==> src/gcsp_pkg.sv <==
// ----------------------------------------------------------------------------
// gcsp_pkg
// Shared types and constants of the grid coverage step planner: map size,
// cell codes, item actions, move codes, register indexes and sequencer state.
// ----------------------------------------------------------------------------
package gcsp_pkg;

  localparam int MAX_WIDTH   = 64;
  localparam int MAX_HEIGHT  = 64;
  localparam int MAP_DEPTH   = MAX_WIDTH * MAX_HEIGHT;
  localparam int MAP_AW      = $clog2(MAP_DEPTH);
  localparam int EFF_WW      = $clog2(MAX_WIDTH + 1);
  localparam int EFF_HW      = $clog2(MAX_HEIGHT + 1);

  localparam int CFG_W       = 7;
  localparam int CFG_INDEX_W = 1;
  localparam int POS_W       = 6;
  localparam int DIST_W      = 14;
  localparam int DIST_START  = 10000;

  localparam logic [CFG_INDEX_W-1:0] REG_GRID_WIDTH  = 1'b0;
  localparam logic [CFG_INDEX_W-1:0] REG_GRID_HEIGHT = 1'b1;

  typedef enum logic [1:0] {
    CELL_BLOCKED = 2'd0,
    CELL_FREE    = 2'd1,
    CELL_CLEANED = 2'd2
  } cell_t;

  typedef enum logic [1:0] {
    ACT_WRITE = 2'd0,
    ACT_POS   = 2'd1,
    ACT_STEP  = 2'd2,
    ACT_NONE  = 2'd3
  } action_t;

  typedef enum logic [2:0] {
    MOVE_JUMP  = 3'd0,
    MOVE_EAST  = 3'd1,
    MOVE_WEST  = 3'd2,
    MOVE_SOUTH = 3'd3,
    MOVE_NORTH = 3'd4,
    MOVE_DONE  = 3'd5,
    MOVE_ACK   = 3'd6
  } move_t;

  typedef enum logic [3:0] {
    ST_IDLE,
    ST_WRITE,
    ST_CLEAN,
    ST_RD_N,
    ST_RD_S,
    ST_RD_W,
    ST_RD_E,
    ST_DECIDE,
    ST_SCAN,
    ST_SCAN_END,
    ST_JUMP,
    ST_RESULT
  } state_t;

  // one access to the map memory
  typedef struct packed {
    logic  we;
    logic  re;
    cell_t wdata;
  } mem_ctl_t;

  typedef struct packed {
    move_t             code;
    logic [POS_W-1:0]  x;
    logic [POS_W-1:0]  y;
  } result_t;

endpackage

==> src/gcsp_seq.sv <==
// ----------------------------------------------------------------------------
// gcsp_seq
// Step sequencer: holds the robot position, reads the four neighbors from the
// map, picks a move, and otherwise scans the map for the nearest free cell.
// ----------------------------------------------------------------------------
module gcsp_seq (
  input  logic                          clk,
  input  logic                          rst,
  input  logic                          item_valid,
  output logic                          item_stall,
  input  gcsp_pkg::action_t             action,
  input  logic [5:0]                    cell_x,
  input  logic [5:0]                    cell_y,
  input  logic                          cell_free,
  input  logic [gcsp_pkg::EFF_WW-1:0]   eff_w,
  input  logic [gcsp_pkg::EFF_HW-1:0]   eff_h,
  input  logic                          map_busy,
  output gcsp_pkg::mem_ctl_t            ctl,
  output logic [gcsp_pkg::MAP_AW-1:0]   addr,
  input  gcsp_pkg::cell_t               rdata,
  input  logic                          res_room,
  output logic                          res_load,
  output gcsp_pkg::result_t             res
);
  import gcsp_pkg::*;

  localparam int EW  = EFF_WW;
  localparam int EH  = EFF_HW;
  localparam int AW  = MAP_AW;
  localparam int XW  = $clog2(MAX_WIDTH);
  localparam int YW  = $clog2(MAX_HEIGHT);
  localparam int OW0 = (EW > EH) ? EW : EH;
  localparam int OW  = (OW0 > 7) ? OW0 : 7;
  localparam int CW0 = (XW > YW) ? XW : YW;
  localparam int CW  = (CW0 > 7) ? CW0 : 7;

  function automatic logic on_grid(input logic [6:0] x, input logic [6:0] y,
                                   input logic [EW-1:0] w, input logic [EH-1:0] h);
    return (OW'(x) < OW'(w)) && (OW'(y) < OW'(h));
  endfunction

  function automatic logic [AW-1:0] addr_of(input logic [CW-1:0] x,
                                            input logic [CW-1:0] y);
    return AW'(AW'(y) * AW'(MAX_WIDTH) + AW'(x));
  endfunction

  state_t              state, state_next;
  logic [POS_W-1:0]    robot_x, robot_y;
  logic [POS_W-1:0]    it_x, it_y;
  logic                it_free;
  move_t               code;
  logic                n_free, s_free, w_free;
  logic [XW-1:0]       sx;
  logic [YW-1:0]       sy;
  logic                p_valid;
  logic [DIST_W-1:0]   p_d;
  logic [XW-1:0]       p_x;
  logic [YW-1:0]       p_y;
  logic [DIST_W-1:0]   best;
  logic [XW-1:0]       bx;
  logic [YW-1:0]       by;
  logic                found;

  logic [6:0]          x7, y7;
  logic                grid_c, grid_n, grid_s, grid_w, grid_e;
  logic                fn, fs, fw, fe, any_move, empty;
  logic                last_y, last_xy, take, accept;
  logic [DIST_W-1:0]   sxd, syd, rxd, ryd, dx, dy, d;

  assign x7 = {1'b0, robot_x};
  assign y7 = {1'b0, robot_y};

  // neighbor on-grid tests; guard the wrap below zero
  assign grid_c = on_grid(x7, y7, eff_w, eff_h);
  assign grid_n = (robot_y != '0) && on_grid(x7, y7 - 7'd1, eff_w, eff_h);
  assign grid_s = on_grid(x7, y7 + 7'd1, eff_w, eff_h);
  assign grid_w = (robot_x != '0) && on_grid(x7 - 7'd1, y7, eff_w, eff_h);
  assign grid_e = on_grid(x7 + 7'd1, y7, eff_w, eff_h);

  assign fn = grid_n && n_free;
  assign fs = grid_s && s_free;
  assign fw = grid_w && w_free;
  assign fe = grid_e && (rdata == CELL_FREE);
  assign any_move = fn || fs || fw || fe;
  assign empty = (eff_w == '0) || (eff_h == '0);

  assign last_y  = (EH'(sy) == eff_h - 1'b1);
  assign last_xy = last_y && (EW'(sx) == eff_w - 1'b1);

  // distance of the scan cell, computed while its read is in flight
  assign sxd = DIST_W'(sx);
  assign syd = DIST_W'(sy);
  assign rxd = DIST_W'(robot_x);
  assign ryd = DIST_W'(robot_y);
  assign dx  = (sxd >= rxd) ? sxd - rxd : rxd - sxd;
  assign dy  = (syd >= ryd) ? syd - ryd : ryd - syd;
  assign d   = dx + dy;

  assign take   = p_valid && (rdata == CELL_FREE) && (p_d < best);
  assign accept = item_valid && !item_stall;

  always_comb begin
    state_next = state;
    case (state)
      ST_IDLE: begin
        if (item_valid && !map_busy) begin
          case (action)
            ACT_WRITE: state_next = ST_WRITE;
            ACT_STEP:  state_next = ST_CLEAN;
            default:   state_next = ST_RESULT;
          endcase
        end
      end
      ST_WRITE:    state_next = ST_RESULT;
      ST_CLEAN:    state_next = ST_RD_N;
      ST_RD_N:     state_next = ST_RD_S;
      ST_RD_S:     state_next = ST_RD_W;
      ST_RD_W:     state_next = ST_RD_E;
      ST_RD_E:     state_next = ST_DECIDE;
      ST_DECIDE: begin
        if (any_move) begin
          state_next = ST_RESULT;
        end else if (empty) begin
          state_next = ST_JUMP;
        end else begin
          state_next = ST_SCAN;
        end
      end
      ST_SCAN: begin
        if (last_xy) begin
          state_next = ST_SCAN_END;
        end
      end
      ST_SCAN_END: state_next = ST_JUMP;
      ST_JUMP:     state_next = ST_RESULT;
      ST_RESULT: begin
        if (res_room) begin
          state_next = ST_IDLE;
        end
      end
      default:     state_next = ST_IDLE;
    endcase
  end

  always_comb begin
    item_stall = (state != ST_IDLE) || map_busy;
    ctl        = '{we: 1'b0, re: 1'b0, wdata: CELL_BLOCKED};
    addr       = '0;
    res_load   = 1'b0;
    case (state)
      ST_WRITE: begin
        ctl.we    = on_grid({1'b0, it_x}, {1'b0, it_y}, eff_w, eff_h);
        ctl.wdata = it_free ? CELL_FREE : CELL_BLOCKED;
        addr      = addr_of(CW'(it_x), CW'(it_y));
      end
      ST_CLEAN: begin
        ctl.we    = grid_c;
        ctl.wdata = CELL_CLEANED;
        addr      = addr_of(CW'(x7), CW'(y7));
      end
      ST_RD_N: begin
        ctl.re = 1'b1;
        addr   = addr_of(CW'(x7), CW'(y7 - 7'd1));
      end
      ST_RD_S: begin
        ctl.re = 1'b1;
        addr   = addr_of(CW'(x7), CW'(y7 + 7'd1));
      end
      ST_RD_W: begin
        ctl.re = 1'b1;
        addr   = addr_of(CW'(x7 - 7'd1), CW'(y7));
      end
      ST_RD_E: begin
        ctl.re = 1'b1;
        addr   = addr_of(CW'(x7 + 7'd1), CW'(y7));
      end
      ST_SCAN: begin
        ctl.re = 1'b1;
        addr   = addr_of(CW'(sx), CW'(sy));
      end
      ST_RESULT: res_load = res_room;
      default: ;
    endcase
  end

  assign res = '{code: code, x: robot_x, y: robot_y};

  always_ff @(posedge clk) begin
    if (rst) begin
      state   <= ST_IDLE;
      robot_x <= '0;
      robot_y <= '0;
      p_valid <= 1'b0;
    end else begin
      state   <= state_next;
      p_valid <= (state == ST_SCAN);
      case (state)
        ST_IDLE: begin
          if (accept) begin
            it_x    <= cell_x;
            it_y    <= cell_y;
            it_free <= cell_free;
            code    <= MOVE_ACK;
            if (action == ACT_POS) begin
              robot_x <= cell_x;
              robot_y <= cell_y;
            end
          end
        end
        ST_RD_S: n_free <= (rdata == CELL_FREE);
        ST_RD_W: s_free <= (rdata == CELL_FREE);
        ST_RD_E: w_free <= (rdata == CELL_FREE);
        ST_DECIDE: begin
          sx    <= '0;
          sy    <= '0;
          best  <= DIST_W'(DIST_START);
          found <= 1'b0;
          if (fs && fw) begin
            robot_x <= robot_x - 1'b1;
            code    <= MOVE_WEST;
          end else if (fn && fw) begin
            robot_x <= robot_x - 1'b1;
            code    <= MOVE_WEST;
          end else if (fn && fs) begin
            robot_y <= robot_y + 1'b1;
            code    <= MOVE_SOUTH;
          end else if (fn) begin
            robot_y <= robot_y - 1'b1;
            code    <= MOVE_NORTH;
          end else if (fs) begin
            robot_y <= robot_y + 1'b1;
            code    <= MOVE_SOUTH;
          end else if (fw) begin
            robot_x <= robot_x - 1'b1;
            code    <= MOVE_WEST;
          end else if (fe) begin
            robot_x <= robot_x + 1'b1;
            code    <= MOVE_EAST;
          end
        end
        ST_SCAN: begin
          p_d <= d;
          p_x <= sx;
          p_y <= sy;
          // y inner, x outer
          if (last_y) begin
            sy <= '0;
            sx <= sx + 1'b1;
          end else begin
            sy <= sy + 1'b1;
          end
        end
        ST_JUMP: begin
          if (found) begin
            robot_x <= POS_W'(bx);
            robot_y <= POS_W'(by);
            code    <= MOVE_JUMP;
          end else begin
            code    <= MOVE_DONE;
          end
        end
        default: ;
      endcase
      // strict less-than keeps the first cell on ties
      if (take) begin
        best  <= p_d;
        bx    <= p_x;
        by    <= p_y;
        found <= 1'b1;
      end
    end
  end

  a_found_has_distance: assert property (@(posedge clk) disable iff (rst)
    (state == ST_JUMP) && found |-> best < DIST_W'(DIST_START))
    else $error("nearest cell found without a distance");

  a_compare_follows_scan: assert property (@(posedge clk) disable iff (rst)
    p_valid |-> $past(state) == ST_SCAN)
    else $error("scan compare without a scan read");

endmodule
==> config.mk <==
export PLATFORM = sky130hd
export DESIGN_NAME = gcsp_seq
export DESIGN_NICKNAME = d
export VERILOG_FILES = /design/src/gcsp_pkg.sv /design/src/gcsp_seq.sv
export SDC_FILE = /design/constraint.sdc
export NUM_CORES = 1
export LEC_CHECK = 0
export ABC_CLOCK_PERIOD_IN_PS = 3490
export BUFFER_PORTS_ARGS = -buffer_cell sky130_fd_sc_hd__buf_4
export CAP_MARGIN = 20
export CORE_MARGIN = 3
export CORE_UTILIZATION = 30
export CTS_BUF_LIST = sky130_fd_sc_hd__clkbuf_8
export DETAILED_ROUTE_END_ITERATION = 8
export GPL_TIMING_DRIVEN = 0
export SKIP_LAST_GASP = 1
export SYNTH_ARGS = -nofsm -noshare
export SYNTH_HDL_FRONTEND = slang
export SYNTH_SLANG_ARGS = --single-unit
==> constraint.sdc <==
create_clock -name clk -period 3.49 [get_ports clk]
set_input_delay 0.698 -clock clk [delete_from_list [all_inputs] [get_ports clk]]
set_output_delay 0.698 -clock clk [all_outputs]
set_load 0.01 [all_outputs]
==> qor.yml, run 1 <==
outcome: "completed"
die_width_um: 170.8
detailed_place_hpwl_um: 19720
tritoncts_num_sinks: 101
fin_worst_hold_slack_ns: 0.4277
synth.yosys.seq_area_share: 0.3515
final_period_minus_worst_setup_slack_ns: 3.488
power-per-cell-area_mw_per_mm2: 665.0
drc: 0
met3_wirelength_um: 1991
portBuffers: 67
tritoncts: "yes"
clock-skew-final_ns: 0.01738
clockRootBuffer: "clkbuf_8"
place_area_mm2: 0.009160
routedLengthMet1_um: 11730
max_slew.worst_pin.slew_ns: 0.8666
top_post_synthesis_cells_by_area: "edfxtp_1 (31%), ha_1 (16%), xnor2_1 (5.2%), dfxtp_1 (4.2%), inv_1 (3.4%)"
io_pins: 69
number_of_nets_in_the_synthesized_netlist: 988
wl_met2_um: 11790
num_antenna_cells: 0
overall_routing_resource_usage: 0.1748
nets: 1119
clkSlewWorstSetupHoldPaths_ns: 0.12
static-leakage-power_uw: 0.004238
routed_wire_length_per_instance_um: 19.76
ys_seq_elements: 101
synth-edff-count: 84
worstSkewPairLatency_ns: 0.40
grt_pass1_wl_um: 39230
gp_weighted_congestion: 0.9346
die_area_mm2: 0.02916
initial_utilization: 0.3090
grt.overflow.total: 0
report.final.setup_viol: 0
detailed_router_iteration_count_before_antenna_repair: 8
netlist_area_mm2: 0.008144
achievable-frequency_ghz: 0.2867
path_class: "reg -> reg"
syn_avg_cell_area_um2: 9.627
drtAntennaViolNets: 0
setup-tns-final_ns: 0
largest_net_degree_at_the_start_of_global_routing: 21
worst-path-max-fanout: 4
layout.cells.most_common_list: "buf_4 (129), ha_1 (87), edfxtp_1 (84), inv_1 (64), nor2_1 (49)"
synthCells: 846
highest-signal-layer: "met4"
worstHoldPathType: "reg -> reg"
avgViaCountPerCell: 5.377
rsz0062_at_grt: "yes"
area_growth_from_synthesis_to_layout_pct: 25.36
first_iter_violations: 730
synth_largest_type_area_fraction: 0.3097
drv_cap: 0
drive_gt1_frac: 0.2607
vdd_drop_max_v: 0.0003325
fp.coreArea_mm2: 0.02635
worst_ep_arrival_time_ns: 3.63
vias_in_the_first_global_route: 6708
layout.cells.most_common: "buf_4"
setup.worst_path.start_class: "flip-flop"
tritoncts.num_buffers: 9
number_of_antenna_violations_at_the_first_check_in_global_routing: 0
postLayoutCellArea_mm2: 0.01021
crit_required_ns: 3.64
worst_setup_path_end_kind: "flip-flop"
finalCoreUtilization: 0.3874
synth.distinct_cells: 73
synth-warning-count: 0
detailroute.via_count: 7081
period_share: 0.9995
clock_path_buffers: 2
finalHoldViolations: 0
drv_slew: 0
htree_num_levels: 3
synth_ff_type: "edfxtp_1"
drt_wl_total_um: 26020
floorplan.rows: 59
fraction_of_synthesis_flops_using_an_asynchronous_set_or_reset_pin: 0
post_cts_hold_buffer_count: 0
timing.slew.headroom: 0.4178
die_height_um: 170.8
library_cell_with_the_largest_summed_area_after_synthesis: "edfxtp_1"
-- cell usage after synthesis (17+ instances only) --
cell type and instances:
a21o_1 30, a21oi_1 48, a22oi_1 23, clkbuf_1 21, dfxtp_1 17, edfxtp_1 84, ha_1 101, inv_1 74
nand2_1 45, nand2b_1 23, nand3_1 30, nor2_1 51, nor3_1 20, o21ai_0 18, xnor2_1 48
-- power breakdown --
group	internal [uW]	total (uW)	switching (uW)
registers	1570	1680	113
clock network	283	769	486
logic	1960	4340	2380
total	3810	6790	2980
-- worst paths after layout --
path | slack (ns) | start | cells past startpoint | endpoint
min | 0.43 | p_y[0] | 0 | by[0]
min reg2reg | 0.43 | p_y[0] | 0 | by[0]
max | 0.002 | robot_y[0] | 17 | p_d[6]
max reg2reg | 0.002 | robot_y[0] | 17 | p_d[6]
-- logic make-up after synthesis --
group	synth area share
adder cells (fa/ha/maj)	0.1675
buffers and inverters	0.05684
AND/OR/NAND/NOR	0.1433
multiplexers	0.02581
XOR/XNOR	0.06560
flip-flops	0.3515
AO/OA/AOI/OAI	0.1894
-- registers in the layout, indices dropped and copies added, names as in the netlist, 3 cells and up --
register and count:
code 3, p_x 6, sy 6, bx 6, by 6, it_x 6, robot_y 6, p_d 14
best 14, sx 6, p_y 6, robot_x 6, state 4, it_y 6
-- routing by layer --
layer / vias to the layer above / track usage
met2: 288 / 0.2805
li1: 3360 / -
met1: 3399 / 0.2423
met4: 0 / 0.04515
met5: - / 0
met3: 34 / 0.03396
-- critical path: stages (launching register included) --
cell and delay [ns]:
dfxtp_4 0.36, buf_6 0.12, inv_4 0.06, ha_4 0.20, nand2b_4 0.15, a2111oi_4 0.35, nor2_2 0.10, buf_6 0.14
mux2i_1 0.11, a221o_1 0.40, a21oi_2 0.19, xnor2_2 0.14, ha_1 0.28, inv_2 0.06, o21bai_1 0.07, a21o_1 0.17
a21o_1 0.19, xor2_1 0.14
-- area by class of cell --
type	instances	area, um2
clock buffer	9	123.9
fill	2570	16140
tap	335	419.2
timing repair buffer	131	1005
sequential	101	2910
multi-input combinational	634	5214
inverter	75	307.8
clock inverter	7	82.58
buffer	25	147.6
-- repair_timing --
item	CTS	global route
pin swaps	20	21
resized for setup	56	42
setup buffers	45	17
setup endpoints to repair	34	60
-- per-stage QoR --
stage	setup slack, ns	total power [uW]	instances
3_3_place_gp	-0.5350	5228	1248
2_1_floorplan	0.004742	4213	846
6_report	0.001820	6789	1317
4_1_cts	-0.02758	6484	1302
5_1_grt	-0.1335	7265	1317
3_5_place_dp	-0.5673	5282	1250
Note: power is estimated with default switching activity, not from simulation.
==> run 2, diff against run 1 <==
Settings changed: BUFFER_PORTS_ARGS -buffer_cell sky130_fd_sc_hd__buf_4 to -buffer_cell sky130_fd_sc_hd__buf_2.
==> qor.yml, run 2 (same netlist as run 1, synthesis figures left out) <==
drv_slew: 0  # unchanged
drt_wl_total_um: 25740  # was 26,020 um
portBuffers: 67  # unchanged
avgViaCountPerCell: 5.377  # about the same
switching_power_uw: 3009  # was 2977 uW
layout.cells.most_common_list: "ha_1 (87), edfxtp_1 (84), buf_2 (70), inv_1 (64), buf_4 (50)"  # was buf_4 (129), ha_1 (87), edfxtp_1 (84), inv_1 (64), nor2_1 (49)
first_iter_violations: 738  # was 730
drc: 0  # unchanged
vias_in_the_first_global_route: 6652  # was 6,708
postLayoutCellArea_mm2: 0.009955  # was 0.01021 mm2
timing.slew.headroom: 0.4389  # was 0.4178
worst_path_cell_with_the_longest_stage_delay: "a221o_1"  # unchanged
layout.cells.most_common: "ha_1"  # was buf_4
cp_num_cells: 17  # unchanged
tritoncts: "yes"  # unchanged
finalCoreUtilization: 0.3777  # was 0.3874
detailroute.via_count: 7022  # was 7,081
number_of_antenna_violations_at_the_first_check_in_global_routing: 0  # unchanged
power-per-cell-area_mw_per_mm2: 686.4  # was 665.0 mW/mm2
worst_ep_arrival_time_ns: 3.67  # was 3.63 ns
fill_cells: 2634  # was 2,570
internal_power_uw: 3824  # was 3812 uW
outcome: "finished with violations"  # was completed
worstRegToRegCells: 17  # unchanged
area_growth_from_synthesis_to_layout_pct: 22.23  # was 25.36%
totalPowerFinal_uw: 6833  # was 6789 uW
r2r_end: "p_d[6]"  # unchanged
initial_utilization: 0.3090  # unchanged
clock-skew-final_ns: 0.01791  # was 0.01738 ns
die_width_um: 170.8  # unchanged
report.final.setup_viol: 1  # was 0
timing.critical_path.slowest_cell_delay_ns: 0.38  # was 0.40 ns
gp_weighted_congestion: 0.9564  # was 0.9346
clkSlewWorstSetupHoldPaths_ns: 0.11  # was 0.12 ns
htree_num_levels: 3  # unchanged
reg2reg_from: "robot_y[0]"  # unchanged
seq_power_share: 0.247  # was 0.248
detailed_router_iteration_count_before_antenna_repair: 6  # was 8
rsz0062_at_grt: "yes"  # unchanged
setup.worst_path.start_class: "flip-flop"  # unchanged
routed_wire_length_per_instance_um: 19.71  # was 19.76 um
place_area_mm2: 0.008992  # was 0.009160 mm2
comb_power_share: 0.631  # was 0.639
critical_path.n_buffers_inverters: 4  # unchanged
timing.critical_path.cells: "buf_6, inv_2, ha_4, nand2b_4, a2111oi_4, nor2_2, buf_6, mux2i_1, a221o_1, a21oi_2, xnor2_2, ha_4, inv_2, o21bai_1, a21o_1, a21o_1, xor2_1"  # was buf_6, inv_4, ha_4, nand2b_4, a2111oi_4, nor2_2, buf_6, mux2i_1, a221o_1, a21oi_2, xnor2_2, ha_1, inv_2, o21bai_1, a21o_1, a21o_1, xor2_1
p_clk_frac: 0.121  # was 0.113
period_share: 1.008  # was 0.9995
vdd_drop_max_v: 0.0003211  # was 0.0003325 V
setup.worst_path.start: "robot_y[0]"  # unchanged
grt_pass1_wl_um: 38330  # was 39,230 um
clockRootBuffer: "clkbuf_8"  # unchanged
tritoncts.num_buffers: 9  # unchanged
path_class: "reg -> reg"  # unchanged
max_slew.worst_pin.slew_ns: 0.8386  # was 0.8666 ns
nets: 1108  # was 1,119
smallest_setup_slack_after_layout_ns: -0.02802  # was 0.001820 ns
die_height_um: 170.8  # unchanged
tritoncts_num_sinks: 101  # unchanged
io_pins: 69  # unchanged
crit_required_ns: 3.64  # about the same
drive_gt1_frac: 0.2513  # was 0.2607
worst_setup_path_end_kind: "flip-flop"  # unchanged
floorplan.rows: 59  # unchanged
detailed_place_hpwl_um: 19550  # was 19,720 um
failing_checks: "setup timing"
crit_family: "compound AO/OA/AOI/OAI gates"  # unchanged
worst-path-max-fanout: 9  # was 4
achievable-frequency_ghz: 0.2843  # was 0.2867 GHz
final_period_minus_worst_setup_slack_ns: 3.518  # was 3.488 ns
num_antenna_cells: 0  # unchanged
fp.coreArea_mm2: 0.02635  # unchanged
drv_cap: 0  # unchanged
finalHoldViolations: 0  # unchanged
die_area_mm2: 0.02916  # unchanged
static-leakage-power_uw: 0.004143  # was 0.004238 uW
grt.overflow.total: 0  # unchanged
drtAntennaViolNets: 0  # unchanged
power.switching_fraction: 0.4404  # was 0.4385
worstSkewPairLatency_ns: 0.40  # about the same
setup.worst_path.end: "p_d[6]"  # unchanged
clock_path_buffers: 2  # unchanged
largestRegisters: "best x14, p_d x14"  # unchanged
worstHoldPathType: "reg -> reg"  # unchanged
overall_routing_resource_usage: 0.1721  # was 0.1748
regToRegSetupSlack_ns: -0.03  # was 0.002 ns
largest_net_degree_at_the_start_of_global_routing: 20  # was 21
-- run 2: cell types whose count changed in the layout (fill, tap and decap cells not counted), sizes merged --
cell      before  now
buf          140  128
bufinv         0    1
clkbuf        25   26
clkinv         5    4
clkinvlp       7    6
inv           70   71
-- run 2: through the flow --
stage	worst slack, ns	std cells	hold WS (ns)	setup TNS [ns]
detailed placement	-0.5349	1250	0.4045	-9.415
global route	-0.1522	1306	0.4316	-0.8810
global placement	-0.5586	1248	0.4017	-13.74
CTS	-0.01130	1292	0.4252	-0.01815
floorplan	0.004742	846	0.4003	0
finish	-0.02802	1306	0.4270	-0.02802
-- run 2: area by class of cell --
| type | count | area (um2) | share of cell area |
|---|---|---|---|
| buffer | 25 | 146.4 | 0.01471 |
| timing repair buffer | 120 | 769.5 | 0.07730 |
| clock inverter | 7 | 90.09 | 0.009050 |
| inverter | 75 | 307.8 | 0.03092 |
| sequential | 101 | 2910 | 0.2924 |
| tap | 335 | 419.2 | 0.04211 |
| multi-input combinational | 634 | 5187 | 0.5211 |
| clock buffer | 9 | 123.9 | 0.01244 |
-- run 2: repair_timing --
item,in CTS,in global routing
endpoints found under the setup margin,32,62
pin swaps,16,15
setup buffers,35,16
resized for setup,57,37
hold buffers,0,0
-- run 2: worst min-delay path by stage --
| stage | startpoint | to | slack, ns | cells after the start |
|---|---|---|---|---|
| floorplan | p_x[0] | bx[0] | 0.40 | 0 |
| global placement | p_x[4] | bx[4] | 0.40 | 0 |
| detailed placement | p_y[3] | by[3] | 0.40 | 0 |
| CTS | p_y[3] | by[3] | 0.43 | 0 |
| global route | p_y[4] | by[4] | 0.43 | 0 |
| finish | p_y[3] | by[3] | 0.43 | 0 |
-- run 2: metal layers --
| layer | GRT usage | part of all wire | vias up |
|---|---|---|---|
| met4 | 0.04938 | 0.022 | 0 |
| met3 | 0.03189 | 0.082 | 43 |
| met5 | 0 | 0 | - |
| li1 | - | - | 3336 |
| met2 | 0.2752 | 0.45 | 284 |
| met1 | 0.2381 | 0.44 | 3359 |
-- run 2: power groups by stage --
stage	clock network [uW]	logic, uW	registers [uW]
2_1_floorplan	0	2520	1690
3_3_place_gp	0	3390	1750
3_5_place_dp	0	3450	1750
4_1_cts	843	3900	1670
5_1_grt	900	4720	1700
6_report	830	4310	1690
-- run 2: worst reg2reg max path: cells and delay by family (launching register included) --
kind	cells	cell delay, ns
flip-flops	1	0.36
adder cells (fa/ha/maj)	2	0.45
XOR/XNOR	2	0.32
buffers and inverters	4	0.42
multiplexers	1	0.11
AND/OR/NAND/NOR	2	0.23
AO/OA/AOI/OAI	6	1.38
